==> src/rtl/bm3_pkg.sv <==
package bm3_pkg;

    localparam int SAMPLE_W  = 16;
    localparam int SUM_W     = 20;
    localparam int COL_W     = 10;
    localparam int ROW_W     = 12;
    localparam int MAX_COLS  = 1024;
    localparam int WIDTH_W   = 11;
    localparam int HEIGHT_W  = 13;
    localparam int CFG_W     = 13;
    localparam int OUT_W     = 40;

    localparam logic [WIDTH_W-1:0]  WIDTH_MIN   = WIDTH_W'(3);
    localparam logic [WIDTH_W-1:0]  WIDTH_MAX   = WIDTH_W'(MAX_COLS);
    localparam logic [HEIGHT_W-1:0] HEIGHT_MIN  = HEIGHT_W'(3);
    localparam logic [HEIGHT_W-1:0] HEIGHT_MAX  = HEIGHT_W'(4096);
    localparam logic [WIDTH_W-1:0]  WIDTH_RESET  = WIDTH_W'(1024);
    localparam logic [HEIGHT_W-1:0] HEIGHT_RESET = HEIGHT_W'(1024);

    // x / 9 == (x * DIV9_MUL) >> DIV9_SHIFT for x < 2^20
    localparam int               DIV9_SHIFT = 23;
    localparam logic [SUM_W-1:0] DIV9_MUL   = SUM_W'(932068);
    localparam logic [SUM_W-1:0] ROUND_HALF = SUM_W'(4);

    typedef enum logic
    {
        REG_IMAGE_WIDTH  = 1'b0,
        REG_IMAGE_HEIGHT = 1'b1
    } cfg_reg_t;

    typedef struct packed
    {
        logic             res;
        logic             last;
        logic [ROW_W-1:0] row;
        logic [COL_W-1:0] col;
    } tag_t;

    typedef struct packed
    {
        logic             rd_en;
        logic [COL_W-1:0] rd_addr;
        logic             wr_en;
        logic [COL_W-1:0] wr_addr;
    } lb_ctrl_t;

endpackage

==> src/rtl/bm3_div9.sv <==
module bm3_div9
(
    input  logic                          clk,
    input  logic                          en,
    input  logic [bm3_pkg::SUM_W-1:0]     sum_in,
    output logic [bm3_pkg::SAMPLE_W-1:0]  mean
);
    import bm3_pkg::*;

    logic [SUM_W-1:0]    sum_reg;
    logic [SUM_W-1:0]    sum_rnd;
    logic [2*SUM_W-1:0]  product;
    logic [SAMPLE_W-1:0] mean_reg;
    logic [SAMPLE_W-1:0] mean_next;

    always_comb
    begin
        sum_rnd   = sum_reg + ROUND_HALF;
        product   = (2*SUM_W)'(sum_rnd) * (2*SUM_W)'(DIV9_MUL);
        mean_next = product[DIV9_SHIFT +: SAMPLE_W];
    end

    always_ff @(posedge clk)
    begin
        if (en)
        begin
            sum_reg  <= sum_in;
            mean_reg <= mean_next;
        end
    end

    assign mean = mean_reg;

endmodule

==> config.mk <==
export PLATFORM = sky130hd
export DESIGN_NAME = bm3_div9
export DESIGN_NICKNAME = d
export VERILOG_FILES = /design/src/rtl/bm3_pkg.sv /design/src/rtl/bm3_div9.sv
export SDC_FILE = /design/constraint.sdc
export NUM_CORES = 1
export LEC_CHECK = 0
export BUFFER_PORTS_ARGS = -buffer_cell sky130_fd_sc_hd__clkbuf_2
export CAP_MARGIN = 5
export CORE_AREA = 2 2 157 82
export DETAILED_ROUTE_END_ITERATION = 10
export DIE_AREA = 0 0 159 84
export PLACE_DENSITY = 0.82
export REMOVE_ABC_BUFFERS = 1
export SYNTH_ARGS = -nofsm -noshare
export SYNTH_HDL_FRONTEND = slang
export SYNTH_SLANG_ARGS = --single-unit
==> constraint.sdc <==
create_clock -name clk -period 7.7 [get_ports clk]
set_input_delay 0.385 -clock clk [delete_from_list [all_inputs] [get_ports clk]]
set_output_delay 0.385 -clock clk [all_outputs]
set_load 0.02 [all_outputs]
After elaboration in Yosys (flattened, before gate mapping)
Index checks and enable logic that the tools add are counted.
{"block": "totals", "out_inout_bits": 16, "reg_bits": 36, "inputBits": 22, "word_cells": 4}
{"block": "classes", "n_mul": 1, "addsub": 1}
{"operator": "$mul A20 B18 Y37 const B", "n": 1}
{"operator": "$add A20 B3 Y20 const B", "n": 1}

Logic depth before layout (Yosys ltp)
{"block": "logic_depth", "word_depth": 2, "depth_mapped": 27, "mapped_depth_nobuf": 26}

Worst setup path before layout
No wires, ideal clock.
{"block": "synth_timing", "path_kind": "flip-flop to flip-flop", "startpoint": "register sum_reg[2]", "endpoint": "register mean_reg[12] (netlist: mean[12]), data pin", "setup_ns": 0.268, "t_required_ns": 7.432, "arrival_time_ns": 6.153, "stages_incl_launch_ff": 26, "setup_slack_ns": 1.279, "cell_sequence": "edfxtp_1 ha_1 nand3_1 or2_2 nor2_1 nand2_1 xnor2_1 inv_1 fa_1 inv_1 ha_1 inv_1 fa_1 inv_1 fa_1 fa_1 fa_1 ha_1 clkbuf_1 a21o_1 a21oi_1 o21ai_0 a2111oi_0 or2_2 o21a_1 o211ai_1"}
{"block": "synth_between", "elab_chain_cells": 2}
{"element": "start, declared", "line": "bm3_div9.sv:10", "source": "logic [SUM_W-1:0] sum_reg;"}
{"element": "start signal, assigned", "line": "bm3_div9.sv:27", "source": "sum_reg <= sum_in;"}
{"element": "$add A20 B3 Y20", "line": "bm3_div9.sv:18", "source": "sum_rnd = sum_reg + ROUND_HALF;"}
{"element": "$mul A20 B18 Y37", "line": "bm3_div9.sv:19", "source": "product = (2*SUM_W)'(sum_rnd) * (2*SUM_W)'(DIV9_MUL);"}
{"element": "named net product[35]", "line": "bm3_div9.sv:12", "source": "logic [2*SUM_W-1:0] product;"}
{"element": "end signal, assigned", "line": "bm3_div9.sv:28", "source": "mean_reg <= mean_next;"}
{"element": "end, declared", "line": "bm3_div9.sv:13", "source": "logic [SAMPLE_W-1:0] mean_reg;"}
The timed path passes the listed nets, and every way through them passes these cells.
A chain may end at the register's enable or synchronous reset.

Final worst setup path
{"block": "layout_timing", "startpoint": "register sum_reg[4]", "endpoint": "register mean_reg[15] (netlist: mean[15]), data pin"}
Same word-level chain as after synthesis.

==> impl_results.md <==
* CTS root buf: clkbuf_16
* Final Setup Violations at 0
* Slew @ Worst Pin at between 0.9 and 1 ns
* Global placement routability congestion at ~1
* Avg Vias per Cell at around 5.5
* Crit path kind: reg -> reg
* Reg-to-Reg Start: sum_reg[4]$_DFFE_PP_
* HPWL Detailed at 13,900 µm
* Final Slew Violations at 0
* FMAX at between 0.1 and 0.15 GHz
* CTS resizes at 0
* Die Span Y at around 84 µm
* RSZ-0062 raised after global routing: false
* Max reg flops at 20
* Commonest non-fill, non-tap cell in the layout: inv_1
* Max Cap Viol at 0
* Worst reg2reg path endpoint: mean[15]$_DFFE_PP_
* Die ar. at roughly 13,000 µm²
* Synth cell types at 40
* Critical path destination: mean[15]$_DFFE_PP_
* WL/cell at 18.3 µm
* YS warnings at 0
* CP Max Fanout at 7
* Grt ovf at 0
* Setup bufs post-CTS at 0
* DRT Pass-1 Iters at 5
* DIE WIDTH at about 160 µm
* Critical Path AT at between 7 and 8 ns
* Area grow syn2layout at 8.21%
* Largest net degree at the start of global routing at 37
* Post-Layout Cell Count at 875
* # rows at 29
* Crit path capture type: flop
* Diode count at 0
* Post-Synthesis Cells at 665
* Post-DRT Antenna Nets at 0
* Initial antenna violation count at 0
* Nets at about 950
* FF+latch area at between 1000 and 1500 µm²
* Reg clk slew, reported paths at roughly 0.060 ns
* Port buffer count at 37
* Most frequent cells in the layout: 169 x inv_1, 145 x ha_1, 83 x fa_1, 37 x clkbuf_2, 36 x edfxtp_1
* Dpl cells at 867
* Final Cycle Share at between 90% and 100%
* Core Area at 12,200 µm²
* CTS tree: built
* DRC at 0
* Final WL at 16,000 µm
* Multi-input gate area at approximately 5000 µm²
* Flops & latches, synth at 36
* Required time worst endpoint at ~7.7 ns
* Rel. slew slack at between 30% and 40%
* Total track usage at roughly a quarter
* Final Hold Viols at 0
* Core Util, Final at about three fifths
* Tmin final at about 7.3 ns
* HP Class: in -> reg
* Num ports at 38
* Setup Skew at just over 0.006 ns
* Clk Latency, worst-skew pair at between 0.2 and 0.3 ns
* # clock sinks at 36
* Post-Route Setup TNS at 0 ns
* Max Buffers Root-to-Sink at 2
* FILL cells at roughly 1,100
* Share of post-route cells with drive strength above 1 at ~7.2%
* Vias in the first global route at approximately 4,700
* Iter 0 DRT Violations at between 400 and 500
* Clock H-tree levels at 2
* Post-Syn Area per Cell at around 10 µm²
* Post-synthesis sequential area ratio at 16.3%
* Cell Area, Synth at 6630 µm²
* Type of origin of the critical path: flop
* TritonCTS Buffers at 5
* Status: completed
* Hold-fix buffers, CTS at 0
* Vias at between 4,000 and 5,000
* First-pass GRT wire length at around 26,000 µm
* Critical path launch point: sum_reg[4]$_DFFE_PP_
* Initial Util at a little over half
* Reg-to-reg slack, setup at slightly below 0.4 ns
* R2r worst-path depth at 26
[how the worst min path moves through the flow]
stage          depth (start not counted)                    end  startpoint  slack [ns]
2_1_floorplan                          0   sum_reg[0]$_DFFE_PP_   sum_in[0]        0.48
3_3_place_gp                           1   sum_reg[9]$_DFFE_PP_   sum_in[9]        0.56
3_5_place_dp                           1  sum_reg[14]$_DFFE_PP_  sum_in[14]        0.56
4_1_cts                                1  sum_reg[11]$_DFFE_PP_  sum_in[11]        0.27
5_1_grt                                1   sum_reg[3]$_DFFE_PP_   sum_in[3]        0.26
6_report                               1   sum_reg[3]$_DFFE_PP_   sum_in[3]        0.27
[synth_stat cells]
| library cell | instances | area, µm² |
|---|---|---|
| a2111oi_0 | 1 | 8.76 |
| and2_1 | 2 | 12.5 |
| nor3_1 | 8 | 40.0 |
| o31ai_2 | 1 | 12.5 |
| o2111ai_1 | 1 | 8.76 |
| a21o_1 | 13 | 97.6 |
| o221ai_1 | 2 | 17.5 |
| o21a_1 | 3 | 22.5 |
| xnor2_1 | 29 | 254 |
| o22ai_1 | 2 | 12.5 |
| nor4b_1 | 1 | 8.76 |
| a2bb2oi_1 | 1 | 8.76 |
| a311oi_2 | 1 | 15.0 |
| inv_1 | 169 | 634 |
| or3_1 | 1 | 6.26 |
| o21ai_0 | 22 | 110 |
| edfxtp_1 | 36 | 1080 |
| nand2_1 | 23 | 86.3 |
| a31oi_1 | 5 | 31.3 |
| nand4_1 | 5 | 31.3 |
| or4_4 | 1 | 11.3 |
| o31ai_1 | 2 | 15.0 |
| nand2b_1 | 5 | 31.3 |
| o211ai_1 | 3 | 22.5 |
| a21oi_1 | 33 | 165 |
| a221oi_1 | 1 | 8.76 |
| nand3_1 | 16 | 80.1 |
| ha_1 | 145 | 1810 |
| xor2_1 | 16 | 140 |
| a311oi_1 | 2 | 17.5 |
| or2_2 | 2 | 12.5 |
| fa_1 | 83 | 1660 |
| nor2_1 | 14 | 52.6 |
| clkbuf_2 | 2 | 10.0 |
| nor2b_1 | 2 | 12.5 |
| clkbuf_1 | 3 | 11.3 |
| nand3_2 | 1 | 10.0 |
| o21bai_1 | 2 | 15.0 |
| and3_1 | 4 | 25.0 |
| a211oi_1 | 2 | 15.0 |
[per-stage QoR]
| step | instance area [µm²] | hold slack (ns) | setup slack (ns) |
|---|---|---|---|
| finish | 7180 | 0.267 | 0.396 |
| detailed placement | 7010 | 0.564 | 0.535 |
| global route | 7180 | 0.261 | 0.0219 |
| CTS | 7180 | 0.267 | 0.452 |
| floorplan | 6610 | 0.484 | 1.34 |
| global placement | 7010 | 0.562 | 0.625 |
[kinds of logic (layout without fill, tap and decap cells)]
kind of cell             count (synthesis)  in the layout  synth area share, %
AO/OA/AOI/OAI                           97             97                 9.11
XOR/XNOR                                45             45                 5.94
adder cells (fa/ha/maj)                228            228                 52.4
buffers and inverters                  174            214                 9.89
flip-flops                              36             36                 16.3
AND/OR/NAND/NOR                         85             85                 6.34
[worst max-delay path, cell delays in order (launching register included)]
cell	delay, ns
edfxtp_1	0.42
and3_1	0.20
and3_1	0.23
nand2_1	0.11
nor2_1	0.11
nand2_1	0.07
xnor2_1	0.57
inv_1	0.15
fa_1	0.56
inv_1	0.06
ha_1	0.28
inv_1	0.08
fa_1	0.48
inv_1	0.06
fa_1	0.55
inv_1	0.06
fa_1	0.54
fa_1	0.56
inv_1	0.05
ha_1	0.42
nand2_1	0.14
o21ai_0	0.28
a211oi_1	0.08
a2bb2oi_1	0.40
a31oi_1	0.29
a21oi_1	0.24
xnor2_1	0.08
[area by class of cell]
type	count	area share (%)
inverters	169	8.84
clock inverters	3	0.593
flip-flops and latches	36	15.1
well taps	170	2.96
clock buffers	5	1.74
repair buffers	37	2.58
multi-input cells	455	68.2
[per-layer routing]
metal / track usage, % / vias to the layer above / wire length (µm) / share of wire [%]
met5: 0 / - / 23 / 0.14
met4: 2.07 / 2 / 87 / 0.54
met3: 10.4 / 13 / 2030 / 13
met2: 32.3 / 228 / 5640 / 35
met1: 39.6 / 2296 / 8210 / 51
li1: - / 2262 / - / -
Power is left out: the tool's default activity adds up to more than one toggle a clock period on the data nets, which glitch-free logic cannot reach.
