File: src/rtl/bm3_pkg.sv
package bm3_pkg;

    localparam int SAMPLE_W  = 16;
    localparam int SUM_W     = 20;
    localparam int COL_W     = 10;
    localparam int ROW_W     = 12;
    localparam int MAX_COLS  = 1024;
    localparam int WIDTH_W   = 11;
    localparam int HEIGHT_W  = 13;
    localparam int CFG_W     = 13;
    localparam int OUT_W     = 40;

    localparam logic [WIDTH_W-1:0]  WIDTH_MIN   = WIDTH_W'(3);
    localparam logic [WIDTH_W-1:0]  WIDTH_MAX   = WIDTH_W'(MAX_COLS);
    localparam logic [HEIGHT_W-1:0] HEIGHT_MIN  = HEIGHT_W'(3);
    localparam logic [HEIGHT_W-1:0] HEIGHT_MAX  = HEIGHT_W'(4096);
    localparam logic [WIDTH_W-1:0]  WIDTH_RESET  = WIDTH_W'(1024);
    localparam logic [HEIGHT_W-1:0] HEIGHT_RESET = HEIGHT_W'(1024);

    // x / 9 == (x * DIV9_MUL) >> DIV9_SHIFT for x < 2^20
    localparam int               DIV9_SHIFT = 23;
    localparam logic [SUM_W-1:0] DIV9_MUL   = SUM_W'(932068);
    localparam logic [SUM_W-1:0] ROUND_HALF = SUM_W'(4);

    typedef enum logic
    {
        REG_IMAGE_WIDTH  = 1'b0,
        REG_IMAGE_HEIGHT = 1'b1
    } cfg_reg_t;

    typedef struct packed
    {
        logic             res;
        logic             last;
        logic [ROW_W-1:0] row;
        logic [COL_W-1:0] col;
    } tag_t;

    typedef struct packed
    {
        logic             rd_en;
        logic [COL_W-1:0] rd_addr;
        logic             wr_en;
        logic [COL_W-1:0] wr_addr;
    } lb_ctrl_t;

endpackage

File: src/rtl/bm3_window.sv
module bm3_window
(
    input  logic                          clk,
    input  logic                          rst_n,
    input  logic                          shift_en,
    input  logic [bm3_pkg::SAMPLE_W-1:0]  top,
    input  logic [bm3_pkg::SAMPLE_W-1:0]  mid,
    input  logic [bm3_pkg::SAMPLE_W-1:0]  bot,
    output logic [bm3_pkg::SUM_W-1:0]     sum
);
    import bm3_pkg::*;

    // row-major, column 2 newest
    logic [SAMPLE_W-1:0] win_reg [9];
    logic [SUM_W-1:0]    row_sum [3];

    always_ff @(posedge clk or negedge rst_n)
    begin
        if (!rst_n)
        begin
            for (int i = 0; i < 9; i++)
            begin
                win_reg[i] <= '0;
            end
        end
        else if (shift_en)
        begin
            for (int k = 0; k < 3; k++)
            begin
                win_reg[k*3]   <= win_reg[k*3+1];
                win_reg[k*3+1] <= win_reg[k*3+2];
            end
            win_reg[2] <= top;
            win_reg[5] <= mid;
            win_reg[8] <= bot;
        end
    end

    always_comb
    begin
        for (int k = 0; k < 3; k++)
        begin
            row_sum[k] = SUM_W'(win_reg[k*3]) + SUM_W'(win_reg[k*3+1])
                       + SUM_W'(win_reg[k*3+2]);
        end
        sum = row_sum[0] + row_sum[1] + row_sum[2];
    end

endmodule

File: config.mk
export PLATFORM = sky130hd
export DESIGN_NAME = bm3_window
export DESIGN_NICKNAME = d
export VERILOG_FILES = /design/src/rtl/bm3_pkg.sv /design/src/rtl/bm3_window.sv
export SDC_FILE = /design/constraint.sdc
export NUM_CORES = 1
export LEC_CHECK = 0
export BUFFER_PORTS_ARGS = -buffer_cell sky130_fd_sc_hd__buf_4
export CORE_MARGIN = 1
export CORE_UTILIZATION = 54
export DETAILED_ROUTE_END_ITERATION = 8
export HOLD_SLACK_MARGIN = 0.06
export MAX_ROUTING_LAYER = met4
export PLACE_DENSITY = 0.73
export SYNTH_ARGS = -nofsm -noshare
export SYNTH_HDL_FRONTEND = slang
export SYNTH_SLANG_ARGS = --single-unit
File: constraint.sdc
create_clock -name clk -period 6.3 [get_ports clk]
set_clock_uncertainty 0.05 [all_clocks]
set_input_delay 0.315 -clock clk [delete_from_list [all_inputs] [get_ports clk]]
set_output_delay 0.315 -clock clk [all_outputs]
set_load 0.02 [all_outputs]
; After elaboration in Yosys (flattened, before gate mapping)
; Cells that the tools add are included.
[classes]
n_addsub = 8
n_mul = 0
n_div = 0
n_lt_le_gt_ge = 0
eq_ne = 0
shifts = 0
n_mux = 0
bitwise_logic = 0
n_reduce_logical = 0
[ops]
columns = op, count
row1 = adder 17 x 16 -> 18 bit, 3
row2 = adder 16 x 16 -> 17 bit, 3
row3 = adder 19 x 18 -> 20 bit, 1
row4 = adder 18 x 18 -> 19 bit, 1
[word_totals]
regBits = 144
latchBits = 0
ram_bits = 0
rom_bits = 0
output_inout_bits = 20
memories = 0

; Longest topological paths before layout
[logic_depth]
depth_word = 4
ltp_mapped = 22

; Least setup slack after synthesis
; OpenSTA, ideal clock, no wires.
[synth_path]
path_type = reg2out
start = register win_reg[57] (netlist name)
end = output port sum[19] (netlist name)
arrival_time_ps = 5228
t_required_ps = 5935
setup_slack_ps = 707
path_stages_with_launch = 23
path_buffers = 1
path_cell_list = dfrtp_1 inv_1 fa_1 inv_1 fa_1 inv_1 fa_1 inv_1 ha_1 and2_1 or4_1 o21ai_2 o21bai_1 a21oi_1 xnor2_1 ha_1 clkbuf_1 nand2_1 nor2_1 and2_1 a22o_1 a311oi_2 a211oi_1
[synth_between]
elab_chain_cells = 3
[synth_rtl]
columns = item, line
row1 = start: declaration, bm3_window.sv:14  ; logic [SAMPLE_W-1:0] win_reg [9];
row2 = start signal: indexed assignment, bm3_window.sv:30  ; win_reg[k*3] <= win_reg[k*3+1];
row3 = start signal: indexed assignment, bm3_window.sv:31  ; win_reg[k*3+1] <= win_reg[k*3+2];
row4 = adder 17 x 16 -> 18 bit, bm3_window.sv:44  ; + SUM_W'(win_reg[k*3+2]);
row5 = adder 18 x 18 -> 19 bit, bm3_window.sv:46  ; sum = row_sum[0] + row_sum[1] + row_sum[2];
row6 = adder 19 x 18 -> 20 bit, bm3_window.sv:46
row7 = end: declaration, bm3_window.sv:9  ; output logic [bm3_pkg::SUM_W-1:0] sum
; Every way passes these cells.

; Worst setup path after layout
[layout_path]
start = register win_reg[57] (netlist name)
end = output port sum[17] (netlist name)
; The elaborated chain is that of the path after synthesis.

==> results.sh <==
export IMPL_grt_max_degree=120
export IMPL_h_tree_depth=4
export IMPL_antenna_left=0
export IMPL_hold_viol=0
export IMPL_cp_start_kind="flip-flop"
export IMPL_fin_crit_ns=6.12
export IMPL_die_area_mm2=0.0183
export IMPL_via_per_inst=5.19
export IMPL_drc=0
export IMPL_tightest_slew_ns=0.980
export IMPL_setup_ws_ns=0.175
export IMPL_utilization=0.653
export IMPL_synth_seq_cells=144
export IMPL_yosysUniqueCellTypes=52
export IMPL_syn_area_per_cell_um2=10.4
export IMPL_maxCapViolations=0
export IMPL_async_reset_ff_frac=1.00
export IMPL_tritoncts="done"
export IMPL_clk_path_buf_depth=2
export IMPL_grt_use_total=0.213
export IMPL_dieWidth_um=135
export IMPL_finalCritPeriodShare=0.972
export IMPL_finalSetupTns_ns=0
export IMPL_grt_pass1_wl_mm=29.8
export IMPL_multi_input_area_mm2=0.00539
export IMPL_first_pass_iters=6
export IMPL_cp_slowest_stage_delay_ns=0.53
export IMPL_drt_total_wl_mm=17.2
export IMPL_clock_latency_ns=0.42
export IMPL_dp_cells=1192
export IMPL_place_ws_ns=0.469
export IMPL_cts_buffers=17
export IMPL_portBuffers=70
export IMPL_nets=1200
export IMPL_arrival_ns=5.76
export IMPL_die_h_um=135
export IMPL_synth_main_ff_cell="dfrtp_1"
export IMPL_crit_type="reg2out"
export IMPL_seq_area_mm2=0.00360
export IMPL_clock_sinks=144
export IMPL_wl_per_cell_um=13.7
export IMPL_seq_area_frac_synth=0.375
export IMPL_synth_edf_count=0
export IMPL_ys_warn_count=0
export IMPL_syn_area_mm2=0.00961
export IMPL_diodes=0
export IMPL_setup_violations=0
export IMPL_instances_no_fill=1256
export IMPL_antenna_found_initial=0
export IMPL_slew_violations=0
export IMPL_std_cell_rows=48
export IMPL_clk_pin_slew_ns=0.06
export IMPL_grt_overflow=0
export IMPL_grt_pass1_vias=6581
export IMPL_hold_path_class="in2reg"
export IMPL_start_util=0.554
export IMPL_fillCellCount=1365
export IMPL_crit_fanout=5
export IMPL_area_growth_pct=17.9
export IMPL_worst_setup_path_end_kind="output pin"
export IMPL_worstPathRequired_ns=5.93
export IMPL_maxSlewHeadroom=0.347
export IMPL_cpMostUsedCell="inv_1"
export IMPL_placeableCoreArea_mm2=0.0174
export IMPL_root_buffer="clkbuf_16"
export IMPL_max_freq_mhz=163
export IMPL_dpl_hpwl_mm=12.2
export IMPL_gp_congestion=0.838
export IMPL_drt_iter0_markers=421
export IMPL_vias=6522
export IMPL_syn_inst=920
export IMPL_cp_cell_sequence="inv_1 > fa_1 > inv_1 > fa_1 > inv_1 > fa_1 > inv_1 > ha_4 > and2_1 > or4_4 > o21ai_4 > o21bai_1 > a21oi_2 > xnor2_2 > ha_4 > a21o_1 > a21oi_1 > o21ai_0 > a22o_1 > a311oi_4 > xnor2_1 > buf_4"
export IMPL_drive_gt1_frac=0.211
export IMPL_syn_nets=1102
export IMPL_largest_reg_flops=144
export IMPL_pin_count=71
export IMPL_critical_path_slowest_cell="fa_1"
export IMPL_status="finished clean"
==> area by class of cell <==
class | instances | share of cell area
clock buffer | 19 | 0.0382
clock inverter | 13 | 0.0123
inverter | 169 | 0.0560
multi-input combinational | 582 | 0.476
sequential | 144 | 0.318
tap | 225 | 0.0248
timing repair buffer | 104 | 0.0749
==> cells in the final DEF (no fill, tap or decap), types with 4 or more instances in the layout <==
master         netlist  final
inv_1              169    169
dfrtp_1            144    144
o21ai_0             86     86
fa_1                82     81
nand2_1             80     80
mux2_2              78     78
buf_4                0     78
ha_1                49     43
a21oi_1             35     32
xnor2_1             31     30
dlygate4sd3_1        0     24
nor2_1              23     23
clkbuf_16            0     17
nand3_1             11     10
o21ai_1             11     10
o21bai_1             8      8
xor2_1               8      8
nor2b_1              7      7
o21a_1               6      6
o211ai_1             6      6
a21o_1               5      5
a211oi_1             7      5
a31oi_1              5      5
a211oi_2             2      4
clkinv_2             0      4
==> layer usage <==
metal	vias up	track usage	part of all wire	wire (um)
li1	3206	-	-	-
met1	3195	0.270	0.45	7760
met2	100	0.342	0.50	8580
met4	0	0.0687	0.015	252
met5	-	-	0	0
met3	21	0.0453	0.035	593
==> cell usage after synthesis, types with 2 or more instances <==
cell | number | share of area
nand4_1 | 2 | 0.0013
xor2_1 | 8 | 0.0073
mux2_2 | 78 | 0.091
ha_1 | 49 | 0.064
a211oi_2 | 2 | 0.0026
o21ai_2 | 2 | 0.0018
a21o_1 | 5 | 0.0039
nor2_1 | 23 | 0.0090
o21a_1 | 6 | 0.0047
o2111ai_1 | 2 | 0.0018
nor3_1 | 3 | 0.0016
o21ai_0 | 86 | 0.045
a211oi_1 | 7 | 0.0055
o211ai_1 | 6 | 0.0047
o31ai_1 | 2 | 0.0016
and3_1 | 3 | 0.0020
or3_1 | 2 | 0.0013
o21bai_1 | 8 | 0.0063
nand2_1 | 80 | 0.031
and2_1 | 2 | 0.0013
nand3_1 | 11 | 0.0057
buf_1 | 8 | 0.0031
inv_1 | 169 | 0.066
fa_1 | 82 | 0.17
a311oi_2 | 2 | 0.0031
nand2b_1 | 2 | 0.0013
dfrtp_1 | 144 | 0.38
nor2b_1 | 7 | 0.0046
a31oi_1 | 5 | 0.0033
a21oi_1 | 35 | 0.018
o21ai_1 | 11 | 0.0057
a211o_1 | 2 | 0.0018
clkbuf_1 | 17 | 0.0066
xnor2_1 | 31 | 0.028
==> through the flow <==
stage | hold slack (ns) | cell area (um2)
after floorplan | -0.0306 | 9610
after global placement | 0.302 | 10300
after detailed placement | 0.305 | 10300
after CTS | 0.0606 | 11100
after global routing | 0.0601 | 11300
final | 0.0755 | 11300
==> worst paths after layout <==
path | depth (start not counted) | endpoint | slack, ns | start
worst min-delay path | 3 | win_reg[52] | 0.08 | mid[4]
worst min register to register | 2 | win_reg[92] | 0.42 | win_reg[76]
worst max register to register | 1 | win_reg[114] | 5.42 | win_reg[98]
worst max-delay path | 22 | sum[17] | 0.18 | win_reg[57]
min in group asynchronous | 2 | win_reg[48] | 0.40 | rst_n
max in group asynchronous | 3 | win_reg[76] | 4.38 | rst_n
==> worst max-delay path, delay by kind of cell, from the launching register on <==
family	cells	cell delay, ns
AOI/OAI and AO/OA	8	1.51
and+or+nand+nor	2	0.63
DFF	1	0.35
xor gates and xnor gates	2	0.33
buffers and inverters	5	0.40
adders and majority gates	5	2.08
==> logic make-up after synthesis <==
kind of cell	count (synthesis)	synth area share
and+or+nand+nor	141	0.0645
muxes	78	0.0914
buffers and inverters	194	0.0758
AOI/OAI and AO/OA	193	0.123
adders and majority gates	131	0.235
xor gates and xnor gates	39	0.0356
DFF	144	0.375
==> repair_timing <==
action,CTS,global route
endpoints found under the hold margin,89,1
pin swaps,1,10
endpoints found under the setup margin,2,7
hold buffers,23,1
resized for setup,0,21
buffers inserted,0,8
Power is left out: the tool's default activity adds up to more than one toggle a clock period on the data nets, which glitch-free logic cannot reach.
